## config.mk

```make
export PLATFORM = sky130hd
export DESIGN_NAME = column_tile_rle_decoder
export DESIGN_NICKNAME = d
export VERILOG_FILES = /design/src/hdl/ctrle_pkg.sv /design/src/hdl/column_tile_rle_decoder.sv
export SDC_FILE = /design/constraint.sdc
export NUM_CORES = 1
export LEC_CHECK = 0
export BUFFER_PORTS_ARGS = -buffer_cell sky130_fd_sc_hd__buf_2
export CORE_MARGIN = 1
export CORE_UTILIZATION = 55
export CTS_CLUSTER_SIZE = 28
export DETAILED_ROUTE_END_ITERATION = 10
export PLACE_DENSITY_LB_ADDON = 0.05
export SLEW_MARGIN = 40
export SYNTH_ARGS = -nofsm -noshare
export SYNTH_HDL_FRONTEND = slang
export SYNTH_SLANG_ARGS = --single-unit
```

## constraint.sdc

```tcl
create_clock -name clk -period 6.05 [get_ports clk]
set_input_delay 0.9075 -clock clk [delete_from_list [all_inputs] [get_ports clk]]
set_output_delay 0.9075 -clock clk [all_outputs]
set_load 0.02 [all_outputs]
```

## src/hdl/ctrle_pkg.sv

```systemverilog
package ctrle_pkg;

    localparam int unsigned BYTE_W    = 8;
    localparam int unsigned COL_W     = 9;
    localparam int unsigned ROW_W     = 6;
    localparam int unsigned COUNT_W   = 7;
    localparam int unsigned CFG_W     = 9;
    localparam int unsigned CFG_MAX   = 511;
    localparam int unsigned OUT_DATA_W = 24;
    localparam int unsigned OUT_USER_W = 2;

    localparam logic [ROW_W-1:0] ROW_LAST = 6'h3F;

    typedef enum logic [1:0] {
        CODE_LITERAL = 2'b00,
        CODE_SHORT   = 2'b01,
        CODE_ZERO    = 2'b10,
        CODE_SINGLE  = 2'b11
    } code_t;

    typedef enum logic [1:0] {
        ST_IDLE = 2'b01,
        ST_RUN  = 2'b10
    } state_t;

endpackage

```

## src/hdl/column_tile_rle_decoder.sv

```systemverilog
// Run-length decoder for a column-major tile map of 64 rows per column. Each
// accepted word on the slave side is one byte of the compressed stream (or,
// with tuser set, the end of the stream); each word on the master side is one
// tile with its column and row, or one error word flagged in tuser when the
// stream ended before the map was full. A byte that starts a run holds tready
// low while one shared position and count unit emits its N tiles (N up to 64)
// at one tile per cycle whenever the master side can take a word; a stall on
// the master side holds the run. Literal headers, zero-length runs and bytes
// after the map is full start no run and leave tready high. map_columns is
// taken from cfg_wr_data when cfg_wr_en is high; 0 acts as 1 and values
// above MAX_COLUMNS act as MAX_COLUMNS.
module column_tile_rle_decoder
    import ctrle_pkg::*;
#(
    parameter int unsigned MAX_COLUMNS = 256
)
(
    input  logic                   clk,
    input  logic                   rst_n,
    input  logic                   cfg_wr_en,
    input  logic [CFG_W-1:0]       cfg_wr_data,     // map_columns
    input  logic                   s_axis_tvalid,
    output logic                   s_axis_tready,
    input  logic [BYTE_W-1:0]      s_axis_tdata,    // code_byte
    input  logic                   s_axis_tuser,    // stream_end
    output logic                   m_axis_tvalid,
    input  logic                   m_axis_tready,
    output logic [OUT_DATA_W-1:0]  m_axis_tdata,    // tile_value, column_index, row_index, 0
    output logic                   m_axis_tlast,    // run_last
    output logic [OUT_USER_W-1:0]  m_axis_tuser     // map_complete, truncated
);

    localparam int unsigned CLAMP = (MAX_COLUMNS > CFG_MAX) ? CFG_MAX : MAX_COLUMNS;
    localparam logic [COL_W-1:0] CLAMP_L = COL_W'(CLAMP);

    state_t               state_reg, state_next;
    logic [CFG_W-1:0]     map_columns_reg, map_columns_next;
    logic [COL_W-1:0]     col_reg, col_next;
    logic [ROW_W-1:0]     row_reg, row_next;
    logic                 lit_pending_reg, lit_pending_next;
    logic [COUNT_W-1:0]   lit_count_reg, lit_count_next;
    logic                 finished_reg, finished_next;
    logic [COUNT_W-1:0]   run_count_reg, run_count_next;
    logic [BYTE_W-1:0]    run_value_reg, run_value_next;
    logic                 run_trunc_reg, run_trunc_next;

    logic                 m_valid_reg, m_valid_next;
    logic [BYTE_W-1:0]    out_value_reg, out_value_next;
    logic [7:0]           out_col_reg, out_col_next;
    logic [ROW_W-1:0]     out_row_reg, out_row_next;
    logic                 out_last_reg, out_last_next;
    logic                 out_done_reg, out_done_next;
    logic                 out_trunc_reg, out_trunc_next;

    logic                 in_accept;
    logic                 slot_free;
    logic [COL_W-1:0]     eff_cols;
    logic [COL_W-1:0]     col_inc;
    code_t                code;
    logic                 run_go;
    logic [COUNT_W-1:0]   run_n;
    logic [BYTE_W-1:0]    run_v;
    logic                 rearm;

    assign s_axis_tready = (state_reg == ST_IDLE);
    assign in_accept     = s_axis_tvalid && s_axis_tready;
    assign slot_free     = !m_valid_reg || m_axis_tready;
    assign code          = code_t'(s_axis_tdata[7:6]);
    assign col_inc       = col_reg + COL_W'(1);

    always_comb
    begin
        if (map_columns_reg == '0)
        begin
            eff_cols = COL_W'(1);
        end
        else if (map_columns_reg > CLAMP_L)
        begin
            eff_cols = CLAMP_L;
        end
        else
        begin
            eff_cols = map_columns_reg;
        end
    end

    always_comb
    begin
        map_columns_next = cfg_wr_en ? cfg_wr_data : map_columns_reg;
        state_next       = state_reg;
        col_next         = col_reg;
        row_next         = row_reg;
        lit_pending_next = lit_pending_reg;
        lit_count_next   = lit_count_reg;
        finished_next    = finished_reg;
        run_count_next   = run_count_reg;
        run_value_next   = run_value_reg;
        run_trunc_next   = run_trunc_reg;
        m_valid_next     = m_valid_reg && !m_axis_tready;
        out_value_next   = out_value_reg;
        out_col_next     = out_col_reg;
        out_row_next     = out_row_reg;
        out_last_next    = out_last_reg;
        out_done_next    = out_done_reg;
        out_trunc_next   = out_trunc_reg;
        run_go           = 1'b0;
        run_n            = '0;
        run_v            = '0;
        rearm            = 1'b0;

        unique case (state_reg)
            ST_IDLE:
            begin
                if (in_accept)
                begin
                    if (s_axis_tuser)
                    begin
                        if (!finished_reg)
                        begin
                            run_trunc_next = 1'b1;
                            run_count_next = COUNT_W'(1);
                            state_next     = ST_RUN;
                        end
                        else
                        begin
                            rearm = 1'b1;
                        end
                    end
                    else if (!finished_reg)
                    begin
                        if (lit_pending_reg)
                        begin
                            lit_pending_next = 1'b0;
                            lit_count_next   = '0;
                            run_go           = 1'b1;
                            run_n            = lit_count_reg;
                            run_v            = s_axis_tdata;
                        end
                        else
                        begin
                            unique case (code)
                                CODE_LITERAL:
                                begin
                                    lit_pending_next = 1'b1;
                                    lit_count_next   = {1'b0, s_axis_tdata[5:0]} + COUNT_W'(1);
                                end
                                CODE_SHORT:
                                begin
                                    run_go = 1'b1;
                                    run_n  = COUNT_W'(s_axis_tdata[5:4]) + COUNT_W'(2);
                                    run_v  = BYTE_W'(s_axis_tdata[3:0]) + BYTE_W'(1);
                                end
                                CODE_ZERO:
                                begin
                                    run_go = 1'b1;
                                    run_n  = {1'b0, s_axis_tdata[5:0]};
                                end
                                CODE_SINGLE:
                                begin
                                    run_go = 1'b1;
                                    run_n  = COUNT_W'(1);
                                    run_v  = {2'b00, s_axis_tdata[5:0]};
                                end
                                default:
                                begin
                                    run_go = 1'b0;
                                end
                            endcase
                        end
                        if (run_go && (run_n != '0))
                        begin
                            run_count_next = run_n;
                            run_value_next = run_v;
                            run_trunc_next = 1'b0;
                            state_next     = ST_RUN;
                        end
                    end
                end
            end
            ST_RUN:
            begin
                if (slot_free)
                begin
                    m_valid_next   = 1'b1;
                    out_col_next   = col_reg[7:0];
                    out_row_next   = row_reg;
                    out_trunc_next = run_trunc_reg;
                    if (run_trunc_reg)
                    begin
                        out_value_next = '0;
                        out_last_next  = 1'b1;
                        out_done_next  = 1'b0;
                        run_trunc_next = 1'b0;
                        rearm          = 1'b1;
                        state_next     = ST_IDLE;
                    end
                    else
                    begin
                        out_value_next = run_value_reg;
                        out_done_next  = 1'b0;
                        run_count_next = run_count_reg - COUNT_W'(1);
                        row_next       = row_reg + ROW_W'(1);
                        if (row_reg == ROW_LAST)
                        begin
                            row_next = '0;
                            col_next = col_inc;
                            if (col_inc >= eff_cols)
                            begin
                                finished_next = 1'b1;
                                out_done_next = 1'b1;
                            end
                        end
                        out_last_next = (row_reg == ROW_LAST) || (run_count_reg == COUNT_W'(1));
                        if (out_last_next)
                        begin
                            state_next = ST_IDLE;
                        end
                    end
                end
            end
            default:
            begin
                state_next = ST_IDLE;
            end
        endcase

        if (rearm)
        begin
            col_next         = '0;
            row_next         = '0;
            lit_pending_next = 1'b0;
            lit_count_next   = '0;
            finished_next    = 1'b0;
        end
    end

    always_ff @(posedge clk or negedge rst_n)
    begin
        if (!rst_n)
        begin
            state_reg       <= ST_IDLE;
            map_columns_reg <= CFG_W'(1);
            col_reg         <= '0;
            row_reg         <= '0;
            lit_pending_reg <= 1'b0;
            lit_count_reg   <= '0;
            finished_reg    <= 1'b0;
            run_count_reg   <= '0;
            run_trunc_reg   <= 1'b0;
            m_valid_reg     <= 1'b0;
        end
        else
        begin
            state_reg       <= state_next;
            map_columns_reg <= map_columns_next;
            col_reg         <= col_next;
            row_reg         <= row_next;
            lit_pending_reg <= lit_pending_next;
            lit_count_reg   <= lit_count_next;
            finished_reg    <= finished_next;
            run_count_reg   <= run_count_next;
            run_trunc_reg   <= run_trunc_next;
            m_valid_reg     <= m_valid_next;
        end
    end

    always_ff @(posedge clk)
    begin
        run_value_reg <= run_value_next;
        out_value_reg <= out_value_next;
        out_col_reg   <= out_col_next;
        out_row_reg   <= out_row_next;
        out_last_reg  <= out_last_next;
        out_done_reg  <= out_done_next;
        out_trunc_reg <= out_trunc_next;
    end

    assign m_axis_tvalid = m_valid_reg;
    assign m_axis_tdata  = {2'b00, out_row_reg, out_col_reg, out_value_reg};
    assign m_axis_tlast  = out_last_reg;
    assign m_axis_tuser  = {out_trunc_reg, out_done_reg};

`ifndef SYNTHESIS
    a_trunc_word: assert property (@(posedge clk) disable iff (!rst_n)
        (m_axis_tvalid && m_axis_tuser[1]) |-> (m_axis_tlast && !m_axis_tuser[0]
            && (m_axis_tdata[7:0] == 8'h00)))
        else $error("error word without last flag or with tile data");

    a_done_word: assert property (@(posedge clk) disable iff (!rst_n)
        (m_axis_tvalid && m_axis_tuser[0]) |-> (m_axis_tlast
            && (m_axis_tdata[21:16] == ROW_LAST)))
        else $error("map complete flagged away from the column end");

    a_run_live: assert property (@(posedge clk) disable iff (!rst_n)
        ((state_reg == ST_RUN) && !run_trunc_reg) |-> (!finished_reg
            && (run_count_reg != '0)))
        else $error("tile run active on a finished map or with no count");

    a_run_hold: assert property (@(posedge clk) disable iff (!rst_n)
        ((state_reg == ST_RUN) && !slot_free) |=> ($stable(col_reg)
            && $stable(row_reg) && $stable(run_count_reg)))
        else $error("position advanced while the output word was stalled");
`endif

endmodule

```

==> results.py, run 1 <==
metrics = {
    "grt": {
        "grt.overflow.total": 0,
        "grt_first_pass_wirelength_mm": 12.0,
        "grt_max_degree": 45,
        "antenna_found_initial": 0,
        "grt_pass1_vias": 2543,
        "grt_use_total_pct": 21.0,
    },
    "cells_and_area": {
        "drive_above_1_share_pct": 19.4,
        "stdcell_area_sq_um": 4420,
        "layout_commonest_cell": "buf_2",
        "layout.nets": 452,
        "finalNonFillerCells": 514,
        "final_cell_mix": "buf_2, dfrtp_1, edfxtp_1",
        "num_antenna_cells": 0,
        "layout-area-overhead-vs-synth_pct": 12.6,
    },
    "cts": {
        "clockBufferDepth": 2,
        "clk-insertion-delay-late_ns": 0.34,
        "root_buffer": "clkbuf_8",
        "cts_tree": "yes",
        "clkSinkCount": 77,
        "path_clk_slew_ns": 0.08,
        "cts.repair.resized": 0,
        "htree_num_levels": 3,
        "postCtsSetupBuffers": 0,
        "cts_buffers": 9,
        "cts-hold-fix-buffers": 0,
    },
    "route": {
        "drt-wirelength-per-cell_microns": 14.1,
        "routed_wl_mm": 7.26,
        "vias_per_cell": 5.40,
        "drc_errors": 0,
        "first_iter_violations": 109,
        "postRouteAntennaNets": 0,
        "vias": 2775,
        "drt_pass1_iterations": 4,
    },
    "logic_synthesis": {
        "synth_async_sr_flop_share_pct": 57.1,
        "synth_cells": 372,
        "synth_cell_types": 48,
        "syn_area_per_cell_sq_um": 10.6,
        "synth_area_sq_um": 3930,
        "synth_flop_cell": "dfrtp_1",
        "ys_warn_count": 0,
        "synth_seq_area_share_pct": 53.3,
        "synth_edf_count": 33,
        "synth_seq_cells": 77,
    },
    "sta": {
        "setup_viol": 0,
        "drv_slew": 0,
        "setup_tns_ns": 0,
        "fmax_mhz": 385,
        "fin_worst_skew_ns": 0.0108,
        "hold-worst-slack_ns": 0.506,
        "timing.final.hold_violations": 0,
        "relSlewSlack_pct": 52.4,
        "rsz0062_at_grt": "no",
        "timing.final.crit_share_pct": 42.9,
        "worst_pin_slew_ns": 0.709,
        "period_needed_ns": 2.60,
    },
    "outcome": {
        "status": "complete, no violations",
    },
    "power_and_ir_drop": {
        "seq_power_share_pct": 45.0,
        "power_switching_uw": 647,
        "p_clk_share_pct": 23.4,
        "peakVddDrop_mv": 0.345,
        "p_per_area_nw_per_um2": 404,
        "p_leak_uw": 0.00189,
        "combPwrFrac_pct": 31.6,
        "p_int_uw": 1140,
        "p_sw_share_pct": 36.2,
    },
    "worst_setup_path": {
        "rr_worst_depth": 7,
        "path_class": "flip-flop to flip-flop",
        "crit_path_end_kind": "flip-flop",
        "rrSetupSlack_ns": 3.45,
        "worstReg2RegStart": "state_reg[0]$_DFFE_PN1P_",
        "reg2reg_to": "run_count_reg[2]$_DFFE_PN0P_",
        "worstSetupStartpointType": "flip-flop",
        "cp.required_ns": 6.27,
        "arrival_ns": 2.82,
        "cp_max_fo": 19,
    },
    "min_path": {
        "hold_path_end": "out_row_reg[4]$_DFFE_PP_",
        "hold_class": "flip-flop to flip-flop",
        "min_from": "row_reg[4]$_DFFE_PN0P_",
        "hold_depth": 0,
    },
    "die": {
        "initial_utilization_pct": 57.5,
        "coreArea_sq_um": 6830,
        "fp.dieW_microns": 86.5,
        "std_cell_rows": 30,
        "die_h_microns": 86.5,
        "io-pin-count": 52,
        "dieArea_sq_um": 7480,
    },
    "place": {
        "place_inst": 498,
        "place.gp.congestion": 0.844,
        "dp_hpwl_mm": 5.16,
        "io_buffers": 49,
        "placed_cell_area_sq_um": 4200,
    },
    "flow_run": {
        "drv_cap": 0,
    },
}
## worst max-delay path, stage by stage (launching register included)
cell and delay (ns):
dfstp_2 0.55, inv_1 0.04, ha_1 0.41, inv_1 0.29
a2bb2oi_1 0.35, o21a_1 0.17, o21ai_1 0.24, o32a_1 0.42
## metrics by stage
step | power [uW] | worst slack [ns] | utilization [%]
6_report | 1790 | 3.45 | 64.7
5_1_grt | 1900 | 3.27 | 64.7
4_1_cts | 1800 | 3.28 | 64.7
3_5_place_dp | 1380 | 3.18 | 61.5
3_3_place_gp | 1360 | 3.23 | 61.4
2_1_floorplan | 1230 | 3.62 | -
## kinds of logic (layout without fill, tap and decap cells)
kind of cell               count (synthesis)  count (layout)  synth area share [%]
muxes                                     11              11                  3.12
AOI/OAI and AO/OA                         73              73                  11.3
other                                      1               2                0.0955
adders and majority gates                 16              16                  5.10
and+or+nand+nor                          142             142                  18.4
xor gates and xnor gates                  23              23                  5.13
buffers and inverters                     29              74                  3.54
DFF                                       77              77                  53.3
## power groups by stage
stage / clock network [uW] / registers, uW / logic (uW)
global placement: 0 / 812 / 550
CTS: 425 / 803 / 568
global route: 445 / 824 / 634
floorplan: 0 / 833 / 395
detailed placement: 0 / 814 / 564
finish: 417 / 804 / 565
## final cells by class
class	instances	area [sq um]
fillers	589	2410
flip-flops and latches	77	2100
multi-input cells	267	1710
repair buffers	50	255
clock buffers	10	128
well taps	96	120
clock inverters	6	86.3
inverters	8	30.0
## worst max path at each step
| stage | startpoint | end | slack (ns) | cells after the start |
|---|---|---|---|---|
| 2_1_floorplan | s_axis_tdata[4] | run_value_reg[0]$_DFFE_PP_ | 3.62 | 5 |
| 3_5_place_dp | s_axis_tdata[7] | run_value_reg[1]$_DFFE_PP_ | 3.18 | 5 |
| 5_1_grt | state_reg[0]$_DFFE_PN1P_ | run_count_reg[2]$_DFFE_PN0P_ | 3.27 | 7 |
| 6_report | state_reg[0]$_DFFE_PN1P_ | run_count_reg[2]$_DFFE_PN0P_ | 3.45 | 7 |
| 4_1_cts | state_reg[0]$_DFFE_PN1P_ | col_reg[7]$_DFFE_PN0P_ | 3.28 | 8 |
| 3_3_place_gp | s_axis_tdata[7] | run_value_reg[2]$_DFFE_PP_ | 3.23 | 5 |
## cells in the mapped netlist, drive strengths merged, types with 3 or more instances
| cell type | count | share of area, % |
|---|---|---|
| buf | 15 | 2.2 |
| dfrtp | 42 | 27 |
| nand2 | 32 | 3.1 |
| and3 | 3 | 0.48 |
| and2 | 4 | 0.64 |
| xor2 | 15 | 3.3 |
| nor2 | 30 | 2.9 |
| mux2 | 10 | 2.9 |
| nor3 | 19 | 2.4 |
| edfxtp | 33 | 25 |
| nand3 | 12 | 1.5 |
| inv | 7 | 0.67 |
| a31oi | 6 | 0.96 |
| a21o | 3 | 0.57 |
| a22o | 6 | 1.3 |
| a21oi | 21 | 2.7 |
| o21ai | 23 | 2.9 |
| clkbuf | 6 | 0.57 |
| nor3b | 3 | 0.57 |
| nand4 | 5 | 0.80 |
| o31ai | 5 | 0.96 |
| nor2b | 14 | 2.2 |
| ha | 16 | 5.1 |
| nand2b | 9 | 1.4 |
| nor4bb | 3 | 0.76 |
| xnor2 | 8 | 1.8 |
## layer usage
layer | routed length (microns) | GRT usage (%) | share of wire, %
met1 | 3840 | 32.2 | 53
met3 | 298 | 3.43 | 4.1
met4 | 101 | 7.42 | 1.4
met5 | 0 | 0 | 0
met2 | 3020 | 30.2 | 42
(Power assumes the default switching activity.)
==> run 2: changes to the inputs <==
==> constraint.sdc (replaced) <==
create_clock -name clk -period 2.7 [get_ports clk]
set_input_delay 0.405 -clock clk [delete_from_list [all_inputs] [get_ports clk]]
set_output_delay 0.405 -clock clk [all_outputs]
set_load 0.02 [all_outputs]
==> results.py, run 2 (same netlist as run 1, synthesis figures left out) <==
metrics = {
    "cells_and_area": {
        "layout.nets": 458,
        "seqCellArea_sq_um": 2090,
        "fillers": 600,
        "multiInputGateArea_sq_um": 1700,
        "final_cell_mix": "buf_2, dfrtp_1, edfxtp_1",
        "stdcell_area_sq_um": 4460,
        "layout_commonest_cell": "buf_2",
        "layout-area-overhead-vs-synth_pct": 13.6,
        "num_antenna_cells": 0,
        "drive_above_1_share_pct": 19.8,
    },
    "die": {
        "initial_utilization_pct": 57.5,
        "fp.dieW_microns": 86.5,
        "coreArea_sq_um": 6830,
        "std_cell_rows": 30,
        "dieArea_sq_um": 7480,
        "die_h_microns": 86.5,
        "io-pin-count": 52,
    },
    "power_and_ir_drop": {
        "p_int_uw": 2580,
        "combPwrFrac_pct": 33.2,
        "peakVddDrop_mv": 0.667,
        "p_leak_uw": 0.00193,
        "seq_power_share_pct": 43.8,
        "p_clk_share_pct": 22.9,
        "p_sw_share_pct": 36.4,
        "power_switching_uw": 1480,
        "p_per_area_nw_per_um2": 910,
    },
    "worst_setup_path": {
        "cp.required_ns": 2.78,
        "worstSetupStartpoint": "col_reg[0]$_DFFE_PN0P_",
        "rr_worst_depth": 10,
        "arrival_ns": 2.48,
        "worstSetupStartpointType": "flip-flop",
        "rrSetupSlack_ns": 0.30,
        "path_class": "flip-flop to flip-flop",
        "cp_max_fo": 5,
        "reg2reg_to": "out_done_reg$_SDFFCE_PP0P_",
        "slowest_delay_ns": 0.44,
        "path_cells": "ha_1 > nand3_1 > nor2_1 > nand3_1 > xnor2_1 > ha_1 > a21oi_1 > o21ai_0 > a21oi_1 > nor3_1",
        "crit_path_end_kind": "flip-flop",
        "crit_slowest_cell": "dfrtp_1",
        "worstReg2RegStart": "col_reg[0]$_DFFE_PN0P_",
    },
    "sta": {
        "setup_viol": 0,
        "fmax_mhz": 416,
        "timing.final.crit_share_pct": 89.0,
        "fin_worst_skew_ns": 0.00866,
        "worst_pin_slew_ns": 0.570,
        "timing.final.hold_violations": 0,
        "rsz0062_at_grt": "no",
        "setup_tns_ns": 0,
        "relSlewSlack_pct": 62.0,
        "drv_slew": 0,
        "period_needed_ns": 2.40,
    },
    "cts": {
        "cts-hold-fix-buffers": 0,
        "postCtsSetupBuffers": 0,
        "cts.repair.resized": 0,
        "htree_num_levels": 3,
        "clk-insertion-delay-late_ns": 0.35,
        "clockBufferDepth": 2,
        "cts_tree": "yes",
        "path_clk_slew_ns": 0.08,
        "root_buffer": "clkbuf_8",
        "cts_buffers": 9,
        "clkSinkCount": 77,
    },
    "route": {
        "first_iter_violations": 183,
        "drc_errors": 0,
        "drt_pass1_iterations": 4,
        "vias_per_cell": 5.52,
        "vias": 2870,
        "postRouteAntennaNets": 0,
        "drt-wirelength-per-cell_microns": 14.6,
        "routed_wl_mm": 7.58,
    },
    "grt": {
        "grt_first_pass_wirelength_mm": 12.7,
        "grt_pass1_vias": 2607,
        "antenna_found_initial": 0,
        "grt_max_degree": 45,
        "grt.overflow.total": 0,
        "grt_use_total_pct": 22.2,
    },
    "place": {
        "dp_hpwl_mm": 5.45,
        "place.gp.congestion": 0.852,
        "io_buffers": 49,
        "placed_cell_area_sq_um": 4240,
    },
    "outcome": {
        "status": "complete, no violations",
    },
    "flow_run": {
        "drv_cap": 0,
    },
    "min_path": {
        "hold_class": "primary input to asynchronous set/reset pin",
    },
}
[run 2: cell type report]
cell class                 instances  share of cell area, %
clock buffer                      12                   3.73
clock inverter                     4                   1.18
inverter                           8                  0.673
multi-input combinational        267                   38.1
sequential                        77                   46.9
tap                               96                   2.69
timing repair buffer              56                   6.73
[run 2: per-layer routing]
layer	global-route usage, %	vias to the layer above	part of all wire, %
li1	-	1417	-
met1	32.9	1383	50
met2	33.0	62	45
met3	3.62	8	3.4
met4	8.48	0	1.2
met5	0	-	0
[run 2: worst max path at each step]
stage                                              end  slack, ns  cells after the start
after floorplan           lit_count_reg[4]$_DFFE_PN0P_       0.58                      6
after global placement      out_done_reg$_SDFFCE_PP0P_       0.43                     10
after detailed placement    out_done_reg$_SDFFCE_PP0P_       0.34                     10
after CTS                   out_done_reg$_SDFFCE_PP0P_       0.31                     10
after global routing          finished_reg$_DFFE_PN0P_        0.1                     11
final                       out_done_reg$_SDFFCE_PP0P_       0.30                     10
[run 2: worst max-delay path, delay by kind of cell (launching register included)]
kind            cells  cell delay [ns]
fa+ha+maj           2             0.53
compound gates      3             0.39
flops               1             0.44
xor+xnor            1             0.16
simple gates        4             0.61
[run 2: power by group through the flow]
stage                     clock network [uW]  logic (uW)  registers [uW]
after global routing                     996        1490            1820
after global placement                     0        1310            1790
after detailed placement                   0        1340            1800
after CTS                                948        1340            1780
final                                    931        1350            1780
after floorplan                            0         885            1870
[run 2: per-stage QoR]
stage	hold slack, ns	power (uW)	worst slack [ns]	cells	utilization, %
final	0.0367	4060	0.298	520	65.3
after global routing	0.0936	4310	0.0969	520	65.3
after CTS	0.0697	4070	0.307	520	65.3
after detailed placement	0.444	3140	0.338	504	62.1
after global placement	0.474	3100	0.433	504	62.1
after floorplan	0.109	2750	0.577	373	-
